==> src/rtl/core/tfcp_pkg.sv <==
// Package for the text frame checksum parser.
// Holds event codes, parse state codes, the label key and the matcher functions.
// No dependencies.
package tfcp_pkg;

	// Event codes reported with every result.
	localparam logic [2:0] EV_IGNORED    = 3'd0;
	localparam logic [2:0] EV_FRAME_START = 3'd1;
	localparam logic [2:0] EV_LABEL_CHAR = 3'd2;
	localparam logic [2:0] EV_LABEL_END  = 3'd3;
	localparam logic [2:0] EV_VALUE_CHAR = 3'd4;
	localparam logic [2:0] EV_FIELD_END  = 3'd5;
	localparam logic [2:0] EV_CHECKED    = 3'd6;

	// Parse state codes.
	localparam logic [1:0] ST_IDLE  = 2'd0;
	localparam logic [1:0] ST_NAME  = 2'd1;
	localparam logic [1:0] ST_VALUE = 2'd2;
	localparam logic [1:0] ST_CHECK = 2'd3;

	// Special characters.
	localparam logic [7:0] CH_LF  = 8'h0A;
	localparam logic [7:0] CH_CR  = 8'h0D;
	localparam logic [7:0] CH_TAB = 8'h09;

	// Length of the key label at the width of the match progress.
	localparam logic [3:0] KEY_LEN_W = 4'd8;

	typedef logic [3:0] progress_t;

	// Characters of the upper-case label CHECKSUM.
	function automatic logic [7:0] key_char(input logic [2:0] idx);
		logic [7:0] ch;
		case (idx)
			3'd0: ch = 8'h43;
			3'd1: ch = 8'h48;
			3'd2: ch = 8'h45;
			3'd3: ch = 8'h43;
			3'd4: ch = 8'h4B;
			3'd5: ch = 8'h53;
			3'd6: ch = 8'h55;
			3'd7: ch = 8'h4D;
			default: ch = 8'h00;
		endcase
		return ch;
	endfunction

	// Fallback length after a mismatch with p characters matched, indexed by p-1.
	function automatic progress_t key_fail(input logic [2:0] idx);
		progress_t fb;
		case (idx)
			3'd3:    fb = 4'd1;
			default: fb = 4'd0;
		endcase
		return fb;
	endfunction

	// ASCII upper-case conversion.
	function automatic logic [7:0] to_upper(input logic [7:0] c);
		logic [7:0] u;
		if (c inside {[8'h61:8'h7A]}) begin
			u = c - 8'd32;
		end else begin
			u = c;
		end
		return u;
	endfunction

	// One matcher fallback step: drop back while the next key char differs.
	function automatic progress_t fall_back(input progress_t p, input logic [7:0] c);
		progress_t r;
		if ((p != 4'd0) && (key_char(p[2:0]) != c)) begin
			r = key_fail(p[2:0] - 3'd1);
		end else begin
			r = p;
		end
		return r;
	endfunction

	// Advance the progress by one character; the fallback chain is at most two deep.
	function automatic progress_t match_next(input progress_t p, input logic [7:0] c);
		progress_t q;
		q = (p >= KEY_LEN_W) ? 4'd0 : p;
		q = fall_back(q, c);
		q = fall_back(q, c);
		q = fall_back(q, c);
		if ((q < KEY_LEN_W) && (key_char(q[2:0]) == c)) begin
			q = q + 4'd1;
		end
		return q;
	endfunction

endpackage

==> src/rtl/core/text_frame_checksum_parser.sv <==
// Top level of the text frame checksum parser.
// Depends on tfcp_pkg for codes, the label key and the matcher functions.
//
// Usage: the block takes one received byte per request on the input channel
// (in_valid, in_stall, rx_byte) and returns exactly one result per byte on
// the output channel (out_valid, out_stall, char_out, event_res, checksum_ok,
// checksum_residue). A request is taken at a rising edge where valid is high
// and stall is low.
// A byte accepted on the input channel sits in the input register, and its result
// is then registered in the result register and shown from then on. Throughput is
// one byte per cycle while the receiver does not stall; the parse state, running sum
// and label matcher all update in the single stage between input and result register.
// When the receiver stalls, the result register holds its result; the input
// register keeps the next byte, and in_stall rises only once both registers
// are full, so one byte can still be taken while a result waits.
// Reset clears both valid flags, returns the parser to idle and clears the
// running sum and the label matcher. No configuration is needed.
module text_frame_checksum_parser (
	input  logic       clk,
	input  logic       arst_n,
	input  logic       in_valid,
	output logic       in_stall,
	input  logic [7:0] rx_byte,
	output logic       out_valid,
	input  logic       out_stall,
	output logic [7:0] char_out,
	output logic [2:0] event_res,
	output logic       checksum_ok,
	output logic [7:0] checksum_residue
);

	// Input register.
	logic       valid_s1;
	logic [7:0] byte_s1;

	// Parser state.
	logic [1:0]          state_q;
	logic [7:0]          sum_q;
	tfcp_pkg::progress_t progress_q;
	logic                is_key_q;

	// Result register.
	logic       out_valid_q;
	logic [7:0] char_q;
	logic [2:0] event_q;
	logic       ok_q;
	logic [7:0] residue_q;

	// Next-state and result logic.
	logic                advance;
	logic                take_in;
	logic [7:0]          up_c;
	logic [7:0]          new_sum;
	logic [1:0]          state_d;
	logic [7:0]          sum_d;
	tfcp_pkg::progress_t progress_d;
	tfcp_pkg::progress_t progress_m;
	logic                is_key_d;
	logic [2:0]          event_d;
	logic                ok_d;

	// The stage moves forward when the result register is empty or being taken.
	assign advance  = valid_s1 && (!out_valid_q || !out_stall);
	assign in_stall = valid_s1 && !advance;
	assign take_in  = in_valid && !in_stall;

	assign up_c       = tfcp_pkg::to_upper(byte_s1);
	assign new_sum    = sum_q + byte_s1;
	assign progress_m = tfcp_pkg::match_next(progress_q, up_c);

	always_comb begin
		state_d    = state_q;
		sum_d      = new_sum;
		progress_d = progress_q;
		is_key_d   = is_key_q;
		event_d    = tfcp_pkg::EV_IGNORED;
		ok_d       = 1'b0;
		case (state_q)
			tfcp_pkg::ST_IDLE: begin
				// Bytes outside a frame only feed the sum until a newline opens one.
				if (up_c == tfcp_pkg::CH_LF) begin
					progress_d = 4'd0;
					is_key_d   = 1'b0;
					state_d    = tfcp_pkg::ST_NAME;
					event_d    = tfcp_pkg::EV_FRAME_START;
				end
			end
			tfcp_pkg::ST_NAME: begin
				if (up_c == tfcp_pkg::CH_TAB) begin
					state_d = is_key_q ? tfcp_pkg::ST_CHECK : tfcp_pkg::ST_VALUE;
					event_d = tfcp_pkg::EV_LABEL_END;
				end else begin
					// Once the key has been seen in this label the matcher freezes.
					if (!is_key_q) begin
						if (progress_m >= tfcp_pkg::KEY_LEN_W) begin
							progress_d = tfcp_pkg::KEY_LEN_W;
							is_key_d   = 1'b1;
						end else begin
							progress_d = progress_m;
						end
					end
					event_d = tfcp_pkg::EV_LABEL_CHAR;
				end
			end
			tfcp_pkg::ST_VALUE: begin
				if (up_c == tfcp_pkg::CH_LF) begin
					progress_d = 4'd0;
					is_key_d   = 1'b0;
					state_d    = tfcp_pkg::ST_NAME;
					event_d    = tfcp_pkg::EV_FIELD_END;
				end else if (up_c == tfcp_pkg::CH_CR) begin
					event_d = tfcp_pkg::EV_IGNORED;
				end else begin
					event_d = tfcp_pkg::EV_VALUE_CHAR;
				end
			end
			default: begin
				// The checksum byte closes the frame whatever its value.
				ok_d    = (new_sum == 8'd0);
				sum_d   = 8'd0;
				state_d = tfcp_pkg::ST_IDLE;
				event_d = tfcp_pkg::EV_CHECKED;
			end
		endcase
	end

	// Control registers.
	always_ff @(posedge clk or negedge arst_n) begin
		if (!arst_n) begin
			valid_s1    <= 1'b0;
			out_valid_q <= 1'b0;
			state_q     <= tfcp_pkg::ST_IDLE;
			sum_q       <= 8'd0;
			progress_q  <= 4'd0;
			is_key_q    <= 1'b0;
		end else begin
			valid_s1    <= take_in || (valid_s1 && !advance);
			out_valid_q <= advance || (out_valid_q && out_stall);
			if (advance) begin
				state_q    <= state_d;
				sum_q      <= sum_d;
				progress_q <= progress_d;
				is_key_q   <= is_key_d;
			end
		end
	end

	// Payload registers.
	always_ff @(posedge clk) begin
		if (take_in) begin
			byte_s1 <= rx_byte;
		end
		if (advance) begin
			char_q    <= up_c;
			event_q   <= event_d;
			ok_q      <= ok_d;
			residue_q <= new_sum;
		end
	end

	assign out_valid        = out_valid_q;
	assign char_out         = char_q;
	assign event_res        = event_q;
	assign checksum_ok      = ok_q;
	assign checksum_residue = residue_q;

`ifndef SYNTHESIS
	a_stall_needs_byte: assert property (@(posedge clk) disable iff (!arst_n)
		in_stall |-> valid_s1)
		else $error("input stalled with an empty input register");

	a_ok_only_on_check: assert property (@(posedge clk) disable iff (!arst_n)
		(out_valid_q && ok_q) |-> (event_q == tfcp_pkg::EV_CHECKED))
		else $error("checksum_ok set on an event other than frame checked");

	a_sum_cleared: assert property (@(posedge clk) disable iff (!arst_n)
		(advance && (state_q == tfcp_pkg::ST_CHECK)) |=>
		((sum_q == 8'd0) && (state_q == tfcp_pkg::ST_IDLE)))
		else $error("frame close did not clear the sum and return to idle");

	a_key_selects_check: assert property (@(posedge clk) disable iff (!arst_n)
		(advance && (state_q == tfcp_pkg::ST_NAME) && is_key_q &&
		(byte_s1 == tfcp_pkg::CH_TAB)) |=> (state_q == tfcp_pkg::ST_CHECK))
		else $error("checksum label did not lead to the checksum state");

	a_progress_range: assert property (@(posedge clk) disable iff (!arst_n)
		(progress_q <= tfcp_pkg::KEY_LEN_W) && (is_key_q == (progress_q == tfcp_pkg::KEY_LEN_W)))
		else $error("label match progress out of range or inconsistent with flag");
`endif

endmodule

==> config.mk <==
export PLATFORM = sky130hd
export DESIGN_NAME = text_frame_checksum_parser
export DESIGN_NICKNAME = d
export VERILOG_FILES = /design/src/rtl/core/tfcp_pkg.sv /design/src/rtl/core/text_frame_checksum_parser.sv
export SDC_FILE = /design/constraint.sdc
export NUM_CORES = 1
export LEC_CHECK = 0
export ABC_CLOCK_PERIOD_IN_PS = 12970
export BUFFER_PORTS_ARGS = -buffer_cell sky130_fd_sc_hd__buf_4
export CAP_MARGIN = 30
export CORE_MARGIN = 8
export CORE_UTILIZATION = 64
export CTS_CLUSTER_DIAMETER = 60
export DETAILED_ROUTE_END_ITERATION = 12
export GPL_ROUTABILITY_DRIVEN = 1
export PLACE_DENSITY = 0.86
export SLEW_MARGIN = 20
export SYNTH_ARGS = -nofsm -noshare
export SYNTH_HDL_FRONTEND = slang
export SYNTH_SLANG_ARGS = --single-unit
==> constraint.sdc <==
create_clock -name clk -period 12.97 [get_ports clk]
set_clock_uncertainty 0.2 [all_clocks]
set_input_delay 1.297 -clock clk [delete_from_list [all_inputs] [get_ports clk]]
set_output_delay 1.297 -clock clk [all_outputs]
set_load 0.005 [all_outputs]
# [Word-level counts from Yosys, hierarchy flattened]
# Memories as Yosys holds them, arrays and structs flattened.
# Index checks and enable logic that the tools add are counted.
[word_totals] rom_bits=160 n_memories=4 output_inout_bits=22 ff_bits=45 input_bits=12
[memory_table] memory="(no name shown)" words=8 width=5 read_ports=1 rd_ports_with_merged_regs=0 wr=0 line="tfcp_pkg.sv:34" text="case (idx)"
[memory_table] memory="(no name shown)" words=8 width=5 read_ports=1 rd_ports_with_merged_regs=0 wr=0 line="tfcp_pkg.sv:34"
[memory_table] memory="(no name shown)" words=8 width=5 read_ports=1 rd_ports_with_merged_regs=0 wr=0 line="tfcp_pkg.sv:34"
[memory_table] memory="(no name shown)" words=8 width=5 read_ports=1 rd_ports_with_merged_regs=0 wr=0 line="tfcp_pkg.sv:34"
[classes] n_mux=29 n_reduce_logical=27 order_cmp=5 add_sub_neg=6 n_eq_ne=16
[ops] op="$mux 4" n=9
[ops] op="$eq 8x4->1 const B" n=3
[ops] op="$ne 8x8->1" n=3
[ops] op="$mux 8" n=2
[ops] op="$reduce_bool 4->1" n=3
[ops] op="$mux 1" n=10
[ops] op="$eq 3x2->1 const B" n=3
[ops] op="$logic_and 1x1->1" n=9
[ops] op="$pmux 3 s3" n=1
[ops] op="$sub 3x1->3 const B" n=3
[ops] op="$add 8x8->8" n=1
[ops] op="$eq 8x8->1" n=1
[ops] op="$ge 4x4->1 const B" n=2
[ops] op="$ge 8x7->1 const B" n=1
[ops] op="$le 8x7->1 const B" n=1
[ops] op="$logic_not 8->1" n=1
[ops] op="$pmux 4 s2" n=1
[ops] op="$sub 8x6->8 const B" n=1
[ops] op="$mux 3" n=2
[ops] op="$ne 2x2->1 const B" n=3
[ops] op="$reduce_and 5->1" n=1
[ops] op="$add 4x1->4 const B" n=1
[ops] op="$logic_not 1->1" n=4
[ops] op="$lt 4x4->1 const B" n=1
[ops] op="other kinds (13)" n=16

# [Logic depth before layout (Yosys ltp)]
# Gate-level depths: netlist (run 1).
# An unclocked memory read counts as a cell.
[depth] depth_word=23 depth_mapped=35 depth_no_buf=35

# [Worst setup path after synthesis (run 1)]
# No wires, ideal clock.
[synth_path] path_type="reg2reg" from="register byte_s1[5]" to="register progress_q[0]" path_slack_ns=6.479 arrival_ns=6.187 period_less_slack_ns=6.491 n_path_buf=0 required_ns=12.666 path_stages_with_launch=31 cell_sequence="edfxtp_1 inv_1 ha_1 or2_2 a221oi_2 o21ai_1 a211oi_1 a21o_1 nand2_1 ha_1 o2bb2ai_1 mux2_2 a2111oi_4 and2_1 a21oi_1 nand2b_4 ha_1 mux2_4 o22ai_1 nand4_2 a32oi_2 nand2_1 inv_1 ha_1 xnor2_1 nand3_1 mux2i_1 o2111a_1 o21ai_2 and3_1 o41ai_2"
[synth_between] elab_chain_cells=23
[synth_lines] item="from (decl)" line="text_frame_checksum_parser.sv:34" text="logic [7:0] byte_s1;"
[synth_lines] item="from (signal assigned)" line="text_frame_checksum_parser.sv:151" text="byte_s1 <= rx_byte;"
[synth_lines] item="$ge 8x7->1 / $le 8x7->1 (equally long branches)" line="tfcp_pkg.sv:61" text="if (c inside {[8'h61:8'h7A]}) begin"
[synth_lines] item="$logic_and 1x1->1" line="tfcp_pkg.sv:61"
[synth_lines] item="$mux 8 *" line="tfcp_pkg.sv:61"
[synth_lines] item="$ne 8x8->1" line="tfcp_pkg.sv:72" text="if ((p != 4'd0) && (key_char(p[2:0]) != c)) begin"
[synth_lines] item="$logic_and 1x1->1" line="tfcp_pkg.sv:72"
[synth_lines] item="$mux 4" line="tfcp_pkg.sv:72"
[synth_lines] item="$mem_v2 8x5 / $sub 3x1->3 (equally long branches)"
[synth_lines] item="$ne 8x8->1 / $eq 3x2->1 (equally long branches)" line="tfcp_pkg.sv:72, tfcp_pkg.sv:51"
[synth_lines] item="(+7 left out)"
[synth_lines] item="$eq 8x8->1" line="tfcp_pkg.sv:87" text="if ((q < KEY_LEN_W) && (key_char(q[2:0]) == c)) begin"
[synth_lines] item="$logic_and 1x1->1" line="tfcp_pkg.sv:87"
[synth_lines] item="$mux 4" line="tfcp_pkg.sv:87"
[synth_lines] item="$ge 4x4->1" line="text_frame_checksum_parser.sv:95" text="if (progress_m >= tfcp_pkg::KEY_LEN_W) begin"
[synth_lines] item="$mux 4" line="text_frame_checksum_parser.sv:95"
[synth_lines] item="$mux 4" line="text_frame_checksum_parser.sv:94" text="if (!is_key_q) begin"
[synth_lines] item="$mux 4" line="text_frame_checksum_parser.sv:89" text="if (up_c == tfcp_pkg::CH_TAB) begin"
[synth_lines] item="$pmux 4 s2" line="text_frame_checksum_parser.sv:78" text="case (state_q)"
[synth_lines] item="to (signal assigned)" line="text_frame_checksum_parser.sv:142" text="progress_q <= progress_d;"
[synth_lines] item="to (decl)" line="text_frame_checksum_parser.sv:39" text="tfcp_pkg::progress_t progress_q;"
# Every way passes the cells marked *; elsewhere a longest branch is shown, timed or not. The select of a mux whose other input is x is not followed.
# A chain may end at the register's enable or synchronous reset.

# [Worst setup path after layout (run 1)]
# Ends and elaborated chain as after synthesis.

==> impl_metrics.py, run 1 <==
metrics = {
    "grt": {
        "antenna_found_initial": 0,
        "grt_overflow": 0,
        "grt_use_total": 0.2014,
        "grt_pass1_vias": 2524,
        "grt_max_degree": 25,
        "grt_pass1_wl_um": 12060,
    },
    "final_layout": {
        "nets": 372,
        "register_area_sq_um": 1266,
        "multi_input_area_sq_um": 1719,
        "fillers": 337,
        "drive_above_1_share": 0.1929,
        "syn_to_final_growth_pct": 12.41,
        "insertedDiodeCount": 0,
    },
    "sta": {
        "setup_viol": 0,
        "relSlewSlack": 0.4220,
        "layout_setup_ws_ns": 5.651,
        "tightestPinTransition_ns": 0.8661,
        "maxSlewViolCount": 0,
        "hold_viol": 0,
        "setup-tns-final_ns": 0,
        "fmax_mhz": 136.6,
        "finalCritPeriodShare": 0.5643,
        "layout_min_cycle_time_ns": 7.319,
        "rsz0062_at_grt": "no",
    },
    "critical_path": {
        "required_ns": 12.97,
        "reg2reg_slack_ns": 5.65,
        "end_kind": "register",
        "worstPathMaxFanout": 8,
        "crit_top_cell": "ha_1",
        "path_class": "register to register",
        "crit_path_start": "byte_s1[5]$_DFFE_PP_",
        "arrival_ns": 7.32,
        "worst_path_max_delay_cell": "edfxtp_1",
        "critPathMaxStageDelay_ns": 0.47,
        "start_kind": "register",
        "reg2reg_from": "byte_s1[5]$_DFFE_PP_",
    },
    "hold_path": {
        "min_from": "sum_q[0]$_DFFE_PN0P_",
        "hold_path.class": "register to register",
    },
    "route": {
        "num_vias": 2525,
        "totalWireLength_um": 7185,
        "postRouteAntennaNets": 0,
        "detail_route.iter0.violations": 120,
        "drc": 0,
        "via_per_inst": 6.250,
        "wl_per_cell_um": 17.78,
        "dr.pass1.iters": 4,
    },
    "pwr": {
        "swShare": 0.3039,
        "ir_worst_vdd_uv": 91.01,
        "p_seq_frac": 0.440,
        "p_int_mw": 0.3364,
        "p_clk_frac": 0.256,
        "switching_power_mw": 0.1469,
        "powerDensity_nw_per_um2": 135.3,
        "p_leak_nw": 1.479,
        "combPwrFrac": 0.304,
    },
    "yosys": {
        "synth_nets": 344,
        "synthAdderAreaFrac": 0.09689,
        "yosysSeqAreaShare": 0.3986,
        "ys_ff_latch": 45,
        "yosys.area_share.xor_xnor": 0.03860,
        "synthMuxAreaShare": 0.02403,
        "synth_area_per_cell_sq_um": 10.31,
        "syn-cell-area_sq_um": 3177,
        "synth_top_family_by_area": "compound AO/OA/AOI/OAI gates",
        "async_flop_share": 0.3778,
        "synth_edf_count": 28,
        "synth_compound_area_frac": 0.2048,
        "synth_cell_type_count": 71,
        "synthSimpleGateAreaFrac": 0.1768,
        "synth-main-ff-cell": "edfxtp_1",
        "yosysWarnings": 0,
        "netlist_instances": 308,
    },
    "cts": {
        "cts_tree": "built",
        "max-clock-path-buffers": 2,
        "cts_setup_buffers": 0,
        "postCtsHoldBufs": 0,
        "root_buffer": "clkbuf_8",
        "clk_pin_slew_ns": 0.09,
        "cts_buffers": 5,
        "clock_latency_ns": 0.30,
        "ctsResizeCount": 0,
        "h-tree-depth": 2,
        "clkSinkCount": 45,
    },
    "floorplan": {
        "dieWidth_um": 86.46,
        "start_util": 0.6682,
        "die_area_sq_um": 7474,
        "die_y_um": 86.46,
        "io_pins": 34,
        "coreArea_sq_um": 4755,
        "core.rowCount": 25,
    },
    "place": {
        "place.gp.congestion": 0.8950,
        "pre_cts_ws_ns": 5.837,
        "dpl.hpwl_um": 5145,
        "io_buffers": 33,
    },
    "status": {
        "status": "finished, final reports clean",
    },
    "job": {
        "maxCapViolCount": 0,
    },
}
==> final timing paths <==
kind	to	cells past startpoint
max in group asynchronous	sum_q[4]$_DFFE_PN0P_	1
min in group asynchronous	sum_q[1]$_DFFE_PN0P_	1
max	progress_q[0]$_DFFE_PN0P_	30
min reg2reg	sum_q[0]$_DFFE_PN0P_	2
max reg2reg	progress_q[0]$_DFFE_PN0P_	30
min	sum_q[0]$_DFFE_PN0P_	2
==> worst max-delay path: cells and delay by family, from the launching register on <==
kind                     cells  cell delay [ns]
AO/OA/AOI/OAI               12             2.62
adder cells (fa/ha/maj)      4             1.27
flip-flops                   1             0.47
AND/OR/NAND/NOR              8             1.48
buffers and inverters        2             0.26
XOR/XNOR                     1             0.18
multiplexers                 3             0.73
==> synthesized netlist by cell type (all sizes together) (4+ instances only) <==
master	count	area, sq um
a21o	5	37.54
a21oi	15	86.34
a22o	5	43.79
a31oi	5	31.28
and2	5	31.28
buf	7	52.54
clkbuf	5	18.77
dfrtp	17	425.4
edfxtp	28	840.8
ha	23	287.8
inv	32	120.1
mux2i	5	50.05
nand2	20	75.07
nand2b	11	76.32
nand3	14	82.58
nor2	11	41.29
nor2b	5	38.78
nor3	7	35.03
o21ai	10	53.80
o21bai	4	30.03
o31ai	4	30.03
or3	4	25.02
xnor2	10	87.58
xor2	4	35.03
==> metal layers <==
layer  global-route usage  wire [um]
met2               0.3319       3461
met4              0.07199        104
met1               0.2542       3201
met5                    0          0
met3              0.04064        417
==> cell type report <==
class / count / area share
inverters: 32 / 0.03364
clock inverters: 3 / 0.01822
clock buffers: 5 / 0.01927
flip-flops and latches: 45 / 0.3546
repair buffers: 33 / 0.06938
multi-input cells: 219 / 0.4814
well taps: 67 / 0.02348
==> state kept, by name, summed over array words and instances, names as in the netlist <==
signal            flops
out_valid             1
char_out              8
checksum_ok           1
state_q               2
valid_s1              1
is_key_q              1
progress_q            4
sum_q                 8
event_res             3
byte_s1               8
checksum_residue      8
==> per-stage QoR <==
step / power, mW / instances / utilization / area (sq um) / hold WS, ns
after floorplan: 0.3081 / 308 / - / 3177 / 0.2400
after global placement: 0.3526 / 396 / 0.7229 / 3437 / 0.2569
after detailed placement: 0.3597 / 396 / 0.7229 / 3437 / 0.2833
after CTS: 0.4837 / 404 / 0.7511 / 3571 / 0.3049
after global routing: 0.5099 / 404 / 0.7511 / 3571 / 0.3371
final: 0.4833 / 404 / 0.7511 / 3571 / 0.3000
==> power by group through the flow <==
stage / logic (mW) / clock network [mW] / registers (mW)
finish: 0.147 / 0.124 / 0.213
global route: 0.164 / 0.130 / 0.215
CTS: 0.148 / 0.124 / 0.212
detailed placement: 0.145 / 0 / 0.214
global placement: 0.140 / 0 / 0.213
floorplan: 0.0994 / 0 / 0.209
==> cell usage in the layout (no fill, tap or decap), drive strengths merged, types with 4 or more instances in the layout <==
cell and instances:
buf 33, nand2b 11, dfrtp 17, xor2 4
a21o 5, nor2b 5, nand2 20, a31oi 5
clkbuf 5, edfxtp 28, nor2 11, or3 4
ha 23, a21oi 15, and2 5, a22o 5
inv 32, o21bai 4, o31ai 4, nor3 7
nand3 14, xnor2 10, o21ai 10, mux2i 5
==> logic make-up after synthesis <==
logic type | Yosys count
adder cells (fa/ha/maj) | 24
flip-flops | 45
buffers and inverters | 44
AND/OR/NAND/NOR | 94
multiplexers | 7
XOR/XNOR | 14
AO/OA/AOI/OAI | 80
Power figures use the tool's default switching activity.
==> run 2: changes to the inputs <==
--- a/config.mk
+++ b/config.mk
@@ -5,15 +5,15 @@
 export SDC_FILE = /design/constraint.sdc
 export NUM_CORES = 1
 export LEC_CHECK = 0
-export ABC_CLOCK_PERIOD_IN_PS = 12970
+export ABC_CLOCK_PERIOD_IN_PS = 5900
 export BUFFER_PORTS_ARGS = -buffer_cell sky130_fd_sc_hd__buf_4
 export CAP_MARGIN = 30
 export CORE_MARGIN = 8
-export CORE_UTILIZATION = 64
+export CORE_UTILIZATION = 54
 export CTS_CLUSTER_DIAMETER = 60
 export DETAILED_ROUTE_END_ITERATION = 12
 export GPL_ROUTABILITY_DRIVEN = 1
-export PLACE_DENSITY = 0.86
+export PLACE_DENSITY = 0.77
 export SLEW_MARGIN = 20
 export SYNTH_ARGS = -nofsm -noshare
 export SYNTH_HDL_FRONTEND = slang
==> constraint.sdc (replaced) <==
create_clock -name clk -period 5.9 [get_ports clk]
set_clock_uncertainty 0.2 [all_clocks]
set_input_delay 0.59 -clock clk [delete_from_list [all_inputs] [get_ports clk]]
set_output_delay 0.59 -clock clk [all_outputs]
set_load 0.005 [all_outputs]
==> run 2 against run 1 <==
Against the previous run: clock-buffer cell count grew 1; non-clock buffer count is 57 higher; via count rose by 7.3%; the run now ends with negative setup slack left; critical path type unchanged; critical path depth up 2; design area rose by 19%; first-iteration DRC count is 57% higher; setup slack got worse by 5.8 ns; global-route usage is 0.25 points lower.
==> impl_metrics.py, run 2 (synthesis results as in run 1) <==
metrics = {
    "sta": {
        "relSlewSlack": 0.4053,
        "whs_ns": 0.2612,
        "fmax_mhz": 164.0,
        "finalCritPeriodShare": 1.033,
        "setup_viol": 5,
        "hold_viol": 0,
        "tightestPinTransition_ns": 0.8910,
        "setup-tns-final_ns": -0.6947,
        "rsz0062_at_grt": "yes",
        "layout_min_cycle_time_ns": 6.097,
        "layout_setup_ws_ns": -0.1974,
        "maxSlewViolCount": 0,
    },
    "status": {
        "status": "complete, but fails checks",
        "violations": "negative setup slack",
    },
    "cts": {
        "clkSinkCount": 45,
        "clk_pin_slew_ns": 0.08,
        "root_buffer": "clkbuf_8",
        "max-clock-path-buffers": 2,
        "cts_buffers": 5,
        "h-tree-depth": 2,
        "clock_latency_ns": 0.30,
        "cts_tree": "built",
    },
    "critical_path": {
        "crit_path_start": "progress_q[3]$_DFFE_PN0P_",
        "worstPathMaxFanout": 7,
        "worst_path_max_delay_cell": "dfrtp_1",
        "reg2reg_from": "progress_q[3]$_DFFE_PN0P_",
        "end_kind": "register",
        "crit_top_cell": "ha_4",
        "path_class": "register to register",
        "required_ns": 5.88,
        "critPathMaxStageDelay_ns": 0.43,
        "arrival_ns": 6.08,
        "start_kind": "register",
    },
    "route": {
        "totalWireLength_um": 8164,
        "wl_per_cell_um": 17.41,
        "dr.pass1.iters": 4,
        "detail_route.iter0.violations": 188,
        "drc": 0,
        "num_vias": 2709,
        "postRouteAntennaNets": 0,
        "via_per_inst": 5.776,
    },
    "final_layout": {
        "syn_to_final_growth_pct": 33.91,
        "final_util": 0.7315,
        "final_cell_mix": "buf_4 (86), edfxtp_1 (28), inv_1 (25)",
        "nets": 429,
        "fillers": 407,
        "fin_cells": 469,
        "layout_commonest_cell": "buf_4",
        "insertedDiodeCount": 0,
        "fin_area_sq_um": 4254,
        "drive_above_1_share": 0.4061,
    },
    "grt": {
        "grt_max_degree": 25,
        "grt_pass1_vias": 2819,
        "antenna_found_initial": 0,
        "grt_use_total": 0.1989,
        "grt_pass1_wl_um": 13850,
        "grt_overflow": 0,
    },
    "place": {
        "dpl.hpwl_um": 5892,
        "pre_cts_ws_ns": -0.1816,
        "dp_cells": 444,
        "place_area_sq_um": 3874,
        "place.gp.congestion": 0.9371,
        "io_buffers": 33,
    },
    "pwr": {
        "ir_worst_vdd_uv": 199.9,
        "powerDensity_nw_per_um2": 245.4,
        "total_power_mw": 1.044,
        "p_leak_nw": 1.793,
    },
    "hold_path": {
        "hold_path.class": "input pin to register",
        "min_from": "rx_byte[5]",
    },
    "floorplan": {
        "die_y_um": 92.70,
        "start_util": 0.5463,
        "coreArea_sq_um": 5816,
        "io_pins": 34,
        "core.rowCount": 28,
        "dieWidth_um": 92.70,
        "die_area_sq_um": 8593,
    },
    "job": {
        "maxCapViolCount": 0,
    },
}
-- run 2: changes by cell type in the layout (fill, tap and decap cells not counted), sizes merged --
cell / delta
clkbuf: +1
dlygate4sd3: +1
bufinv: -1
buf: +56
-- run 2: final timing paths --
kind                                             end  slack (ns)  depth (start not counted)
min                             byte_s1[5]$_DFFE_PP_        0.26                          1
max                        progress_q[1]$_DFFE_PN0P_       -0.20                         32
min in group asynchronous       sum_q[6]$_DFFE_PN0P_        0.50                          2
max in group asynchronous         valid_s1$_DFF_PN0_        4.80                          2
min reg2reg                      out_valid$_DFF_PN0_        0.30                          1
max reg2reg                progress_q[1]$_DFFE_PN0P_       -0.20                         32
-- run 2: what timing repair did --
item                                    in CTS  in global routing
endpoints found under the hold margin       17                  0
pin swaps                                   25                 19
hold buffers                                 1                  0
setup buffers                               14                  2
endpoints found under the setup margin       5                  5
gates resized for setup                     24                  8
-- run 2: layer usage --
layer	up-vias	track usage	wire (um)
met5	-	0	0
met4	0	0.06577	123
met3	14	0.03641	360
met2	72	0.3456	4231
met1	1325	0.2423	3449
li1	1298	-	-
-- run 2: report_power, final --
part / internal [mW] / switching [mW]
Clock: 0.125 / 0.100
Sequential: 0.423 / 0.0358
Combinational: 0.166 / 0.194
-- run 2: area by class of cell --
cell class	count	area (sq um)	area share
Multi-Input combinational cell	219	1978	0.4650
Tap cell	75	93.84	0.02206
Clock inverter	2	33.78	0.007941
Inverter	32	120.1	0.02824
Clock buffer	6	72.57	0.01706
Timing Repair Buffer	90	689.4	0.1621
Sequential cell	45	1266	0.2976
-- run 2: critical path, delay by kind of cell, from the launching register on --
family	cells	cell delay, ns
compound gates	12	2.16
simple gates	12	1.64
fa+ha+maj	4	0.92
flops	1	0.43
mux	2	0.41
xor+xnor	1	0.15
buf+inv	1	0.08
